$ cat src/sv/cda_pkg.sv
`default_nettype none
// ----------------------------------------------------------------------------
// cda_pkg
// Types, operation codes and calendar helpers shared by the date unit modules.
// ----------------------------------------------------------------------------
package cda_pkg;

  localparam logic [2:0] OP_ADD_DAYS   = 3'd0;
  localparam logic [2:0] OP_SUB_DAYS   = 3'd1;
  localparam logic [2:0] OP_ADD_MONTHS = 3'd2;
  localparam logic [2:0] OP_SUB_MONTHS = 3'd3;
  localparam logic [2:0] OP_ADD_YEARS  = 3'd4;
  localparam logic [2:0] OP_SUB_YEARS  = 3'd5;
  localparam logic [2:0] OP_COMPARE    = 3'd6;
  localparam logic [2:0] OP_WEEKDAY    = 3'd7;

  localparam logic [1:0] ORD_EARLIER = 2'b11;
  localparam logic [1:0] ORD_EQUAL   = 2'b00;
  localparam logic [1:0] ORD_LATER   = 2'b01;

  localparam logic [13:0] YEAR_MAX = 14'd9999;

  typedef struct packed {
    logic [2:0]  operation;
    logic [13:0] year;
    logic [3:0]  month;
    logic [4:0]  day;
    logic [15:0] amount;
    logic [13:0] other_year;
    logic [3:0]  other_month;
    logic [4:0]  other_day;
  } in_t;

  typedef struct packed {
    logic [13:0] result_year;
    logic [3:0]  result_month;
    logic [4:0]  result_day;
    logic [1:0]  order;
    logic [2:0]  weekday;
    logic        range_error;
  } out_t;

  // Queue entry: raw request plus the clamped month and day and the leap flag
  typedef struct packed {
    in_t        req;
    logic [3:0] nmonth;
    logic [4:0] nday;
    logic       leap;
  } entry_t;

  // Quotient by 100 through a reciprocal multiply, exact below 32768
  function automatic logic [8:0] div100(input logic [14:0] y);
    logic [27:0] prod;
    begin
      prod = {13'd0, y} * 28'd5243;
      div100 = prod[27:19];
    end
  endfunction

  function automatic logic is_leap(input logic [14:0] y);
    logic [8:0]  q;
    logic [15:0] qh;
    logic [14:0] r;
    begin
      q  = div100(y);
      qh = {7'd0, q} * 16'd100;
      r  = y - qh[14:0];
      is_leap = (y[1:0] == 2'd0 && r != 15'd0) || (r == 15'd0 && q[1:0] == 2'd0);
    end
  endfunction

  function automatic logic [4:0] month_len(input logic [3:0] m, input logic lp);
    begin
      unique case (m)
        4'd2:                       month_len = lp ? 5'd29 : 5'd28;
        4'd4, 4'd6, 4'd9, 4'd11:    month_len = 5'd30;
        default:                    month_len = 5'd31;
      endcase
    end
  endfunction

  // floor(13 * (m + 1) / 5) for the shifted month 3..14
  function automatic logic [5:0] zeller_month(input logic [3:0] m);
    begin
      unique case (m)
        4'd3:    zeller_month = 6'd10;
        4'd4:    zeller_month = 6'd13;
        4'd5:    zeller_month = 6'd15;
        4'd6:    zeller_month = 6'd18;
        4'd7:    zeller_month = 6'd20;
        4'd8:    zeller_month = 6'd23;
        4'd9:    zeller_month = 6'd26;
        4'd10:   zeller_month = 6'd28;
        4'd11:   zeller_month = 6'd31;
        4'd12:   zeller_month = 6'd33;
        4'd13:   zeller_month = 6'd36;
        4'd14:   zeller_month = 6'd39;
        default: zeller_month = 6'd0;
      endcase
    end
  endfunction

endpackage
`default_nettype wire

$ cat src/sv/cda_front.sv
`default_nettype none
// ----------------------------------------------------------------------------
// cda_front
// Clamps month and day of an incoming request and tags its year as leap.
// ----------------------------------------------------------------------------
module cda_front (
  input  wire cda_pkg::in_t    request,
  output cda_pkg::entry_t      entry
);

  logic [3:0] m0;
  logic       lp;
  logic [4:0] len;

  always_comb begin
    lp = cda_pkg::is_leap({1'b0, request.year});
    priority if (request.month == 4'd0) m0 = 4'd1;
    else if (request.month > 4'd12)     m0 = 4'd12;
    else                                m0 = request.month;
    len = cda_pkg::month_len(m0, lp);
    entry.req    = request;
    entry.nmonth = m0;
    entry.leap   = lp;
    priority if (request.day == 5'd0) entry.nday = 5'd1;
    else if (request.day > len)       entry.nday = len;
    else                              entry.nday = request.day;
  end

endmodule
`default_nettype wire

$ cat src/sv/cda_queue.sv
`default_nettype none
// ----------------------------------------------------------------------------
// cda_queue
// Two-entry register queue between the front and the back.
// ----------------------------------------------------------------------------
module cda_queue (
  input  wire                  clk,
  input  wire                  rst,
  input  wire                  wr,
  input  wire cda_pkg::entry_t wdata,
  output logic                 full,
  input  wire                  rd,
  output cda_pkg::entry_t      rdata,
  output logic                 empty
);

  cda_pkg::entry_t slots [2];
  logic       wptr;
  logic       rptr;
  logic [1:0] count;

  assign full  = count == 2'd2;
  assign empty = count == 2'd0;
  assign rdata = slots[rptr];

  always_ff @(posedge clk) begin
    if (wr && !full) begin
      slots[wptr] <= wdata;
    end
    if (rst) begin
      wptr  <= 1'b0;
      rptr  <= 1'b0;
      count <= 2'd0;
    end else begin
      if (wr && !full) wptr <= ~wptr;
      if (rd && !empty) rptr <= ~rptr;
      count <= count + {1'b0, wr && !full} - {1'b0, rd && !empty};
    end
  end

endmodule
`default_nettype wire

$ cat src/sv/cda_back.sv
`default_nettype none
// ----------------------------------------------------------------------------
// cda_back
// Sequencer that carries out one queued request and holds its result.
// ----------------------------------------------------------------------------
module cda_back (
  input  wire                  clk,
  input  wire                  rst,
  input  wire                  q_empty,
  input  wire cda_pkg::entry_t q_entry,
  output logic                 q_pop,
  output logic                 empty,
  input  wire                  pop,
  output cda_pkg::out_t        result
);

  typedef enum logic [3:0] {
    S_IDLE, S_ADD, S_SUB, S_MON1, S_MON2, S_MON3, S_YR,
    S_LEAP, S_W1, S_W2, S_W3, S_FIN
  } state_t;

  state_t              state;
  state_t              ret;
  logic signed [19:0]  y;
  logic [3:0]          m;
  logic [4:0]          d;
  logic [15:0]         n;
  logic                lp;
  cda_pkg::in_t        req;
  logic [12:0]         q12;
  logic [3:0]          r12;
  logic [8:0]          wj;
  logic [6:0]          wk;
  logic [10:0]         wh;
  logic [1:0]          ord;
  logic [2:0]          wd;
  logic                ovalid;

  logic [4:0]  len;
  logic [16:0] dsum;
  logic [32:0] p12;
  logic [16:0] q12x;
  logic [4:0]  m0;
  logic [4:0]  madd;
  logic [14:0] yz;
  logic [3:0]  mz;
  logic [8:0]  j100;
  logic [15:0] jh;
  logic [27:0] p7;
  logic [13:0] q7x;
  logic [3:0]  r7;
  logic        is_mod;
  logic [1:0]  ord_in;
  cda_pkg::out_t res_next;

  always_comb begin
    len  = cda_pkg::month_len(m, lp);
    dsum = {12'd0, d} + {1'b0, n};
    p12  = {17'd0, req.amount} * 33'd43691;
    q12x = {4'd0, q12} * 17'd12;
    // remainder of the month amount by 12, valid once q12 is loaded
    r12  = req.amount[3:0] - q12x[3:0];
    m0   = {1'b0, m} - 5'd1;
    madd = m0 + {1'b0, r12};
    mz   = (m < 4'd3) ? m + 4'd12 : m;
    yz   = y[14:0] - {14'd0, m < 4'd3} + 15'd400;
    j100 = cda_pkg::div100(yz);
    jh   = {7'd0, j100} * 16'd100;
    p7   = {17'd0, wh} * 28'd9363;
    q7x  = {6'd0, p7[23:16]} * 14'd7;
    r7   = wh[3:0] - q7x[3:0];
    is_mod = req.operation < cda_pkg::OP_COMPARE;
  end

  // Order of the raw dates, field by field
  always_comb begin
    priority if (q_entry.req.operation != cda_pkg::OP_COMPARE)
      ord_in = cda_pkg::ORD_EQUAL;
    else if (q_entry.req.year != q_entry.req.other_year)
      ord_in = (q_entry.req.year < q_entry.req.other_year) ?
               cda_pkg::ORD_EARLIER : cda_pkg::ORD_LATER;
    else if (q_entry.req.month != q_entry.req.other_month)
      ord_in = (q_entry.req.month < q_entry.req.other_month) ?
               cda_pkg::ORD_EARLIER : cda_pkg::ORD_LATER;
    else if (q_entry.req.day != q_entry.req.other_day)
      ord_in = (q_entry.req.day < q_entry.req.other_day) ?
               cda_pkg::ORD_EARLIER : cda_pkg::ORD_LATER;
    else
      ord_in = cda_pkg::ORD_EQUAL;
  end

  // Final result, clamped when a date operation takes the year out of 1..9999
  always_comb begin
    res_next.order       = ord;
    res_next.weekday     = wd;
    priority if (is_mod && y < 20'sd1) begin
      res_next.range_error  = 1'b1;
      res_next.result_year  = 14'd1;
      res_next.result_month = 4'd1;
      res_next.result_day   = 5'd1;
    end else if (is_mod && y > 20'sd9999) begin
      res_next.range_error  = 1'b1;
      res_next.result_year  = cda_pkg::YEAR_MAX;
      res_next.result_month = 4'd12;
      res_next.result_day   = 5'd31;
    end else begin
      res_next.range_error  = 1'b0;
      res_next.result_year  = is_mod ? y[13:0] : req.year;
      res_next.result_month = is_mod ? m : req.month;
      res_next.result_day   = is_mod ? d : req.day;
    end
  end

  assign q_pop = (state == S_IDLE) && !q_empty;
  assign empty = !ovalid;

  always_ff @(posedge clk) begin
    if (rst) begin
      state  <= S_IDLE;
      ret    <= S_IDLE;
      ovalid <= 1'b0;
    end else begin
      if (pop && ovalid) ovalid <= 1'b0;
      unique case (state)
        S_IDLE: begin
          if (!q_empty) begin
            req <= q_entry.req;
            m   <= q_entry.nmonth;
            d   <= q_entry.nday;
            n   <= q_entry.req.amount;
            lp  <= q_entry.leap;
            ord <= ord_in;
            wd  <= 3'd0;
            unique case (q_entry.req.operation)
              cda_pkg::OP_ADD_DAYS: begin
                y     <= {6'd0, q_entry.req.year};
                state <= S_ADD;
              end
              cda_pkg::OP_SUB_DAYS: begin
                y     <= {6'd0, q_entry.req.year};
                state <= S_SUB;
              end
              cda_pkg::OP_ADD_MONTHS,
              cda_pkg::OP_SUB_MONTHS: begin
                y     <= {6'd0, q_entry.req.year};
                state <= S_MON1;
              end
              // year ops: apply the shift now, fix Feb 29 after the leap check
              cda_pkg::OP_ADD_YEARS: begin
                y     <= {6'd0, q_entry.req.year} + {4'd0, q_entry.req.amount};
                ret   <= S_YR;
                state <= S_LEAP;
              end
              cda_pkg::OP_SUB_YEARS: begin
                y     <= {6'd0, q_entry.req.year} - {4'd0, q_entry.req.amount};
                ret   <= S_YR;
                state <= S_LEAP;
              end
              cda_pkg::OP_COMPARE: begin
                y     <= {6'd0, q_entry.req.year};
                state <= S_FIN;
              end
              default: begin
                y     <= {6'd0, q_entry.req.year};
                state <= S_W1;
              end
            endcase
          end
        end
        // Walk forward one month per cycle, through S_LEAP at each year crossed
        S_ADD: begin
          if (n == 16'd0) begin
            state <= S_FIN;
          end else if (dsum <= {12'd0, len}) begin
            d     <= dsum[4:0];
            state <= S_FIN;
          end else begin
            n <= n - {11'd0, len - d + 5'd1};
            d <= 5'd1;
            if (m == 4'd12) begin
              m     <= 4'd1;
              y     <= y + 20'sd1;
              ret   <= S_ADD;
              state <= S_LEAP;
            end else begin
              m <= m + 4'd1;
            end
          end
        end
        // Walk backward one month per cycle, through S_LEAP at each year crossed
        S_SUB: begin
          if (n == 16'd0) begin
            state <= S_FIN;
          end else if ({11'd0, d} > n) begin
            d     <= d - n[4:0];
            state <= S_FIN;
          end else begin
            n <= n - {11'd0, d};
            if (m == 4'd1) begin
              m     <= 4'd12;
              d     <= 5'd31;
              y     <= y - 20'sd1;
              ret   <= S_SUB;
              state <= S_LEAP;
            end else begin
              m <= m - 4'd1;
              d <= cda_pkg::month_len(m - 4'd1, lp);
            end
          end
        end
        S_MON1: begin
          q12   <= p12[31:19];
          state <= S_MON2;
        end
        S_MON2: begin
          if (req.operation == cda_pkg::OP_ADD_MONTHS) begin
            if (madd >= 5'd12) begin
              m <= madd[3:0] - 4'd11;
              y <= y + {7'd0, q12} + 20'sd1;
            end else begin
              m <= madd[3:0] + 4'd1;
              y <= y + {7'd0, q12};
            end
          end else begin
            if ({1'b0, r12} > m0) begin
              m <= m0[3:0] + 4'd13 - r12;
              y <= y - {7'd0, q12} - 20'sd1;
            end else begin
              m <= m0[3:0] + 4'd1 - r12;
              y <= y - {7'd0, q12};
            end
          end
          ret   <= S_MON3;
          state <= S_LEAP;
        end
        S_MON3: begin
          if (d > len) d <= len;
          state <= S_FIN;
        end
        S_YR: begin
          if (m == 4'd2 && d == 5'd29 && !lp) d <= 5'd28;
          state <= S_FIN;
        end
        S_LEAP: begin
          lp    <= cda_pkg::is_leap(y[14:0]);
          state <= ret;
        end
        S_W1: begin
          wj    <= j100;
          wk    <= yz[6:0] - jh[6:0];
          wh    <= {7'd0, mz};
          state <= S_W2;
        end
        S_W2: begin
          wh <= {6'd0, d} + {5'd0, cda_pkg::zeller_month(wh[3:0])} + {4'd0, wk}
                + {6'd0, wk[6:2]} + {4'd0, wj[8:2]}
                + ({2'd0, wj} + {wj, 2'b00});
          state <= S_W3;
        end
        S_W3: begin
          wd    <= ((r7 + 4'd5) >= 4'd7) ? 3'(r7 - 4'd2) : 3'(r7 + 4'd5);
          state <= S_FIN;
        end
        S_FIN: begin
          if (!ovalid) begin
            ovalid <= 1'b1;
            result <= res_next;
            state  <= S_IDLE;
          end
        end
        default: state <= S_IDLE;
      endcase
    end
  end

  a_pop_idle: assert property (@(posedge clk) disable iff (rst)
    q_pop |-> state == S_IDLE) else $error("queue read outside idle");
  a_hold: assert property (@(posedge clk) disable iff (rst)
    ovalid && !pop |=> ovalid && $stable(result)) else $error("result lost");
  a_err: assert property (@(posedge clk) disable iff (rst)
    ovalid && result.range_error |->
      (result.result_year == 14'd1 || result.result_year == cda_pkg::YEAR_MAX))
    else $error("range flag without clamp");
  a_ord: assert property (@(posedge clk) disable iff (rst)
    ovalid && result.order != cda_pkg::ORD_EQUAL |-> result.weekday == 3'd0)
    else $error("order and weekday both set");

endmodule
`default_nettype wire

$ cat src/sv/calendar_date_arithmetic_unit.sv
`default_nettype none
// ----------------------------------------------------------------------------
// calendar_date_arithmetic_unit
// Gregorian date arithmetic: day, month and year offsets, compare, weekday.
// ----------------------------------------------------------------------------
// Usage:
//   Requests enter as a queue push: drive request with push high; the
//   request is taken at a clock edge where full is low. Results leave as a
//   queue: while empty is low, result holds the oldest result; pop high at
//   an edge takes it.
//   The front clamps month and day and tags the leap year as the request
//   is pushed; a two-entry queue lets it take two more requests while the
//   back is busy. The back runs one request at a time, in these states:
//     compare            S_FIN
//     add/sub years      S_LEAP, S_YR, S_FIN
//     add/sub months     S_MON1, S_MON2, S_LEAP, S_MON3, S_FIN
//     weekday            S_W1, S_W2, S_W3, S_FIN
//     add/sub days       S_ADD or S_SUB once per month walked, S_LEAP per
//                        year crossed, then S_FIN; up to 65535 days.
//   The month walk of the day operations runs longest. An accepted request
//   passes the queue register and the back's states to the result register.
//   When the receiver stalls, the result register holds; the back waits
//   with its next result and the queue fills, then full rises.
//   Reset (rst, synchronous) empties the queue and the result register.
// ----------------------------------------------------------------------------
module calendar_date_arithmetic_unit (
  input  wire                clk,
  input  wire                rst,
  input  wire                push,
  output logic               full,
  input  wire cda_pkg::in_t  request,
  output logic               empty,
  input  wire                pop,
  output cda_pkg::out_t      result
);

  cda_pkg::entry_t wentry;
  cda_pkg::entry_t rentry;
  logic            q_empty;
  logic            q_pop;

  // Classify and clamp on the way in
  cda_front u_front (
    .request (request),
    .entry   (wentry)
  );

  // Decouple front from back
  cda_queue u_queue (
    .clk   (clk),
    .rst   (rst),
    .wr    (push),
    .wdata (wentry),
    .full  (full),
    .rd    (q_pop),
    .rdata (rentry),
    .empty (q_empty)
  );

  // Carry out requests and hold the result until popped
  cda_back u_back (
    .clk     (clk),
    .rst     (rst),
    .q_empty (q_empty),
    .q_entry (rentry),
    .q_pop   (q_pop),
    .empty   (empty),
    .pop     (pop),
    .result  (result)
  );

endmodule
`default_nettype wire
$ cat config.mk
export PLATFORM = sky130hd
export DESIGN_NAME = calendar_date_arithmetic_unit
export DESIGN_NICKNAME = d
export VERILOG_FILES = /design/src/sv/cda_pkg.sv /design/src/sv/cda_front.sv /design/src/sv/cda_queue.sv /design/src/sv/cda_back.sv /design/src/sv/calendar_date_arithmetic_unit.sv
export SDC_FILE = /design/constraint.sdc
export NUM_CORES = 2
export LEC_CHECK = 0
export ABC_AREA = 1
export ABC_CLOCK_PERIOD_IN_PS = 13300
export BUFFER_PORTS_ARGS = -buffer_cell sky130_fd_sc_hd__buf_2
export CORE_MARGIN = 2
export CORE_UTILIZATION = 39
export CTS_CLUSTER_DIAMETER = 80
export DETAILED_ROUTE_END_ITERATION = 8
export PLACE_DENSITY_LB_ADDON = 0.2
export SLEW_MARGIN = 25
export SYNTH_ARGS = -nofsm -noshare
export SYNTH_HDL_FRONTEND = slang
export SYNTH_HIERARCHICAL = 1
export SYNTH_SLANG_ARGS = --single-unit
$ cat constraint.sdc
create_clock -name clk -period 13.3 [get_ports clk]
set_input_delay 1.33 -clock clk [delete_from_list [all_inputs] [get_ports clk]]
set_output_delay 1.33 -clock clk [all_outputs]
set_load 0.01 [all_outputs]
* Yosys cells after proc, flatten, opt, wreduce, memory -nomap -nowiden *
Memories as Yosys holds them, arrays and structs flattened. A register that Yosys moved wholly into a read port is not among the register bits.
Cells that the tools add are included.

operators by class
  multiply operators = 10
  eq/ne operators = 54
  bitwise operators = 5
  add/subtract/negate cells = 42
  multiplexer cells = 94
  reductions and logical operators = 58
  magnitude comparators = 15

operator list
  operator                  count
  $mux W20                  10
  $mux W4                   31
  $mux W16                  5
  $pmux W20 S4              1
  $mul A15 B13 Y28 const B  2
  $mux W5                   11
  $pmux W16 S3              1
  $eq A4 B4 Y1 const B      11
  $eq A4 B3 Y1 const B      10
  $pmux W20 S2              1
  $pmux W4 S10              1
  $mul A16 B16 Y32 const B  1
  $pmux W4 S4               2
  $sub A16 B5 Y16           2
  $logic_not A15 Y1         2
  $pmux W5 S2               3
  $reduce_bool A15 Y1       2
  $mul A14 B13 Y27 const B  1
  $pmux W5 S5               1
  $mul A11 B14 Y24 const B  1
  $mux W23                  1
  $add A11 B7 Y11           2
  $pmux W11 S2              1
  $reduce_and A7 Y1         3
  92 further kinds          172

storage, ports and cells
  memory bits (writable) = 150
  memories kept = 2
  input bits = 69
  flip-flop bits (word level) = 175
  bits in read-only memories = 96

memories
  name              depth  bits a word  rd ports  clocked after memory_dff  wr ports  RTL line         text
  u_queue.slots     2      75           1         1                         1         cda_queue.sv:17  cda_pkg::entry_t slots [2];
  (name not given)  16     6            1         1                         0         cda_pkg.sv:85    unique case (m)

* Logic depth before layout (Yosys ltp) *
  depth after elaboration = 11
  depth in mapped cells = 53

* Cells and area by module *
The synthesis kept the hierarchy.

modules (own cells, without submodules)
  module     cells an instance  sequential area each (um^2)  times used  area an instance (um^2)
  cda_back   3955               5144.9                       1           32422.3
  cda_queue  273                4604.4                       1           5869.4
  cda_front  677                0.0                          1           5504.0

* Least setup slack after synthesis *
OpenSTA, ideal clock, no wires.

  path kind = input to register
  from = input port request[57] (netlist name)
  to = memory u_queue/slots[0][1] (netlist name), data pin
  path slack = 3.973 ns
  required time = 13.042 ns
  path buffers = 0
  arrival time = 9.069 ns
  stages = 46
  cell sequence = fa_1 > ha_1 > inv_1 > fa_1 > inv_1 > fa_1 > inv_1 > fa_1 > inv_1 > ha_1 > a21oi_1 > o21ai_1 > a21oi_4 > nand2_2 > a31oi_1 > xnor2_1 > ha_1 > ha_1 > [... 10 more ...] > a21oi_1 > xor2_1 > ha_1 > inv_1 > nor3_1 > a211oi_1 > nand2_1 > nand2_1 > nand2_1 > nor2_1 > nand3_2 > nand3_2 > nand2_2 > ha_1 > a211oi_1 > nor2_1 > a21oi_1 > nand2_1

RTL lines
  element          RTL line                             text
  start, declared  calendar_date_arithmetic_unit.sv:31  input wire cda_pkg::in_t request,
  end, declared    cda_queue.sv:17

==> flow_summary_export.csv <==
group,metric,value,unit
global_route,grt_pass1_vias,33100,
clock_tree,cts_num_sinks,331,
clock_tree,numCtsBuffers,42,
sta,worst_pin_slew,1.06,ns
logic_synthesis,synth_area,43800,um2
sta,finalMaxSlewViolations,0,
placed_design,placed_area,45700,um2
sta,rsz0062_at_grt,"false",
logic_synthesis,syn_avg_cell_area,8.93,um2
sta,clock.fmax,101,MHz
clock_tree,clock_latency,0.62,ns
setup_path,worstPathArrival,10.31,ns
logic_synthesis,syn_nets,6107,
final_layout,area_growth,7.57,%
placed_design,gp_congestion,0.900,
setup_path,critPathRequiredTime,13.66,ns
final_layout,fill_cells,11100,
final_layout,multi_input_comb_area,29400,um2
final_layout,antenna_cells,0,
global_route,grt_pass1_wl,186000,um
sta,finClkSkew,0.0504,ns
routing,drtAntennaViolNets,0,
global_route,antenna_found_initial,4,
setup_path,cpPeakStageDelay,0.57,ns
global_route,overflow,0,
die,rows,122,
logic_synthesis,synth_cell_types,72,
die,die_w,339,um
job,cap_violations,0,
global_route,track_usage,20.5,%
clock_tree,clk_pin_slew_worst_paths,0.06,ns
clock_tree,clock_path_buffers,3,
routing,drc,0,
final_layout,final_cell_mix,"1024 x inv_1, 780 x ha_1, 653 x nand2_1",
final_layout,seqCellArea,9750,um2
setup_path,critPathLaunchType,"input port",
clock_tree,cts-resized-gates,0,
routing,wl_per_cell,18.1,um
die,ioPinCount,100,
placed_design,place_hpwl,97300,um
setup_path,worst_setup_path_end_kind,"flop",
die,initial_core_util,39.5,%
setup_path,crit_buf_inv,6,
routing,drtIter0Drc,1873,
clock_tree,post_cts_buffers,0,
routing,via_count,32500,
final_layout,layout-drive-gt1-share,7.80,%
final_layout,layout.nets,6156,
sta,min_period_over_period,74.8,%
sta,relSlewSlack,29.1,%
die,die_h,339,um
final_layout,stdcell_area,47100,um2
logic_synthesis,async_flop_share,0,%
die,dieArea,115000,um2
clock_tree,cts-htree-levels,2,
setup_path,crit_family,"adder cells",
final_layout,final_common_cell,"inv_1",
global_route,grt_max_degree,57,
logic_synthesis,yosys_register_bits,331,
logic_synthesis,ys.warnings.count,6,
routing,routed_wl,117000,um
logic_synthesis,synth-edff-count,312,
clock_tree,cts-root-buf,"clkbuf_16",
setup_path,crit_type,"input port to flop",
setup_path,cp_max_fo,10,
logic_synthesis,yosysSeqAreaShare,22.3,%
outcome,status,"finished clean",
routing,dr.pass1.iters,5,
sta,finalHoldViolCount,0,
clock_tree,cts_tree,"done",
die,fp.coreArea,111000,um2
clock_tree,ctsHoldBuffers,0,
placed_design,portBuffers,99,
hold_path,hold_path.class,"flop to flop",
routing,vias_per_cell,5.02,
logic_synthesis,synthesis.instances,4905,
logic_synthesis,yosys_most_used_dff,"edfxtp_1",
sta,tns,0,ns
setup_path,slowest_stage,"fa_1",
sta,setup_viol,0,
sta,fin_crit,9.94,ns
## synth_stat cells (all sizes together), types with 17 or more instances
cell type	n	area, um2
xor2	114	1040
o221ai	19	166
edfxtp	312	9370
buf	92	681
inv	1036	3890
clkbuf	36	135
nor2	272	1080
o211ai	24	180
nor3	71	392
fa	353	7070
mux2	75	1030
a21o	17	128
o21bai	23	188
ha	780	9760
o21ai	197	1000
dfxtp	19	380
nand2	674	2610
a21oi	326	1680
nand4	50	325
xnor2	42	368
nand3	241	1310
## cells by family after synthesis
logic type / Yosys count / synth area share (%)
compound gates: 690 / 9.18
xor+xnor: 156 / 3.21
fa+ha+maj: 1133 / 38.4
buf+inv: 1169 / 10.8
flops: 331 / 22.3
mux: 76 / 2.38
simple gates: 1350 / 13.8
## per-layer routing
layer	share of wire, %	GRT usage [%]	vias up
met1	45	27.1	15500
met3	4.1	2.09	169
met4	3.3	6.30	4
li1	-	-	16200
met2	48	35.2	673
met5	0.022	0	-
## metrics by stage
stage | hold WS, ns | std cells | setup slack (ns) | util (%)
after global placement | 0.422 | 6398 | 2.93 | 41.1
after floorplan | 0.400 | 4905 | 3.97 | -
final | 0.435 | 6475 | 3.36 | 42.5
after detailed placement | 0.427 | 6398 | 2.86 | 41.1
after global routing | 0.442 | 6475 | 2.81 | 42.5
after CTS | 0.441 | 6475 | 3.46 | 42.5
## final cells by class
type	count	area share, %
Sequential cell	331	20.7
Inverter	1041	8.30
Timing Repair Buffer	133	1.59
Clock buffer	55	2.33
Tap cell	1488	3.95
Clock inverter	22	0.757
Multi-Input combinational cell	3405	62.4
## worst register-to-register path, delay by kind of cell, from the launching register on
kind / cells / cell delay, ns
AOI/OAI and AO/OA: 10 / 1.82
xor gates and xnor gates: 4 / 0.84
adders and majority gates: 12 / 4.39
buffers and inverters: 8 / 0.73
DFF: 1 / 0.60
and+or+nand+nor: 8 / 0.69
## path summary, 6_finish.rpt
path,startpoint,endpoint,slack (ns),depth (start not counted)
max,request[60],u_queue/slots[1][1],3.36,45
min reg2reg,u_back/ord[1],u_back/result[5],0.44,0
max reg2reg,u_back/m[2],u_back/wk[6],3.96,42
min,u_back/ord[1],u_back/result[5],0.44,0
## registers in the layout, indices dropped and copies added, names as in the netlist, named ones only
name	count
u_back/state	4
u_back/ovalid	1
u_back/n	16
u_queue/rptr	1
u_back/wd	3
u_back/d	5
u_queue/wptr	1
u_back/result	29
u_back/wk	7
u_back/wh	11
u_back/q12	13
u_queue/count	2
u_back/lp	1
u_queue/slots	150
u_back/ret	3
u_back/req	42
u_back/wj	9
u_back/m	4
u_back/y	20
u_back/ord	2
Power is left out: the tool's default activity adds up to more than one toggle a clock period on the data nets, which glitch-free logic cannot reach.
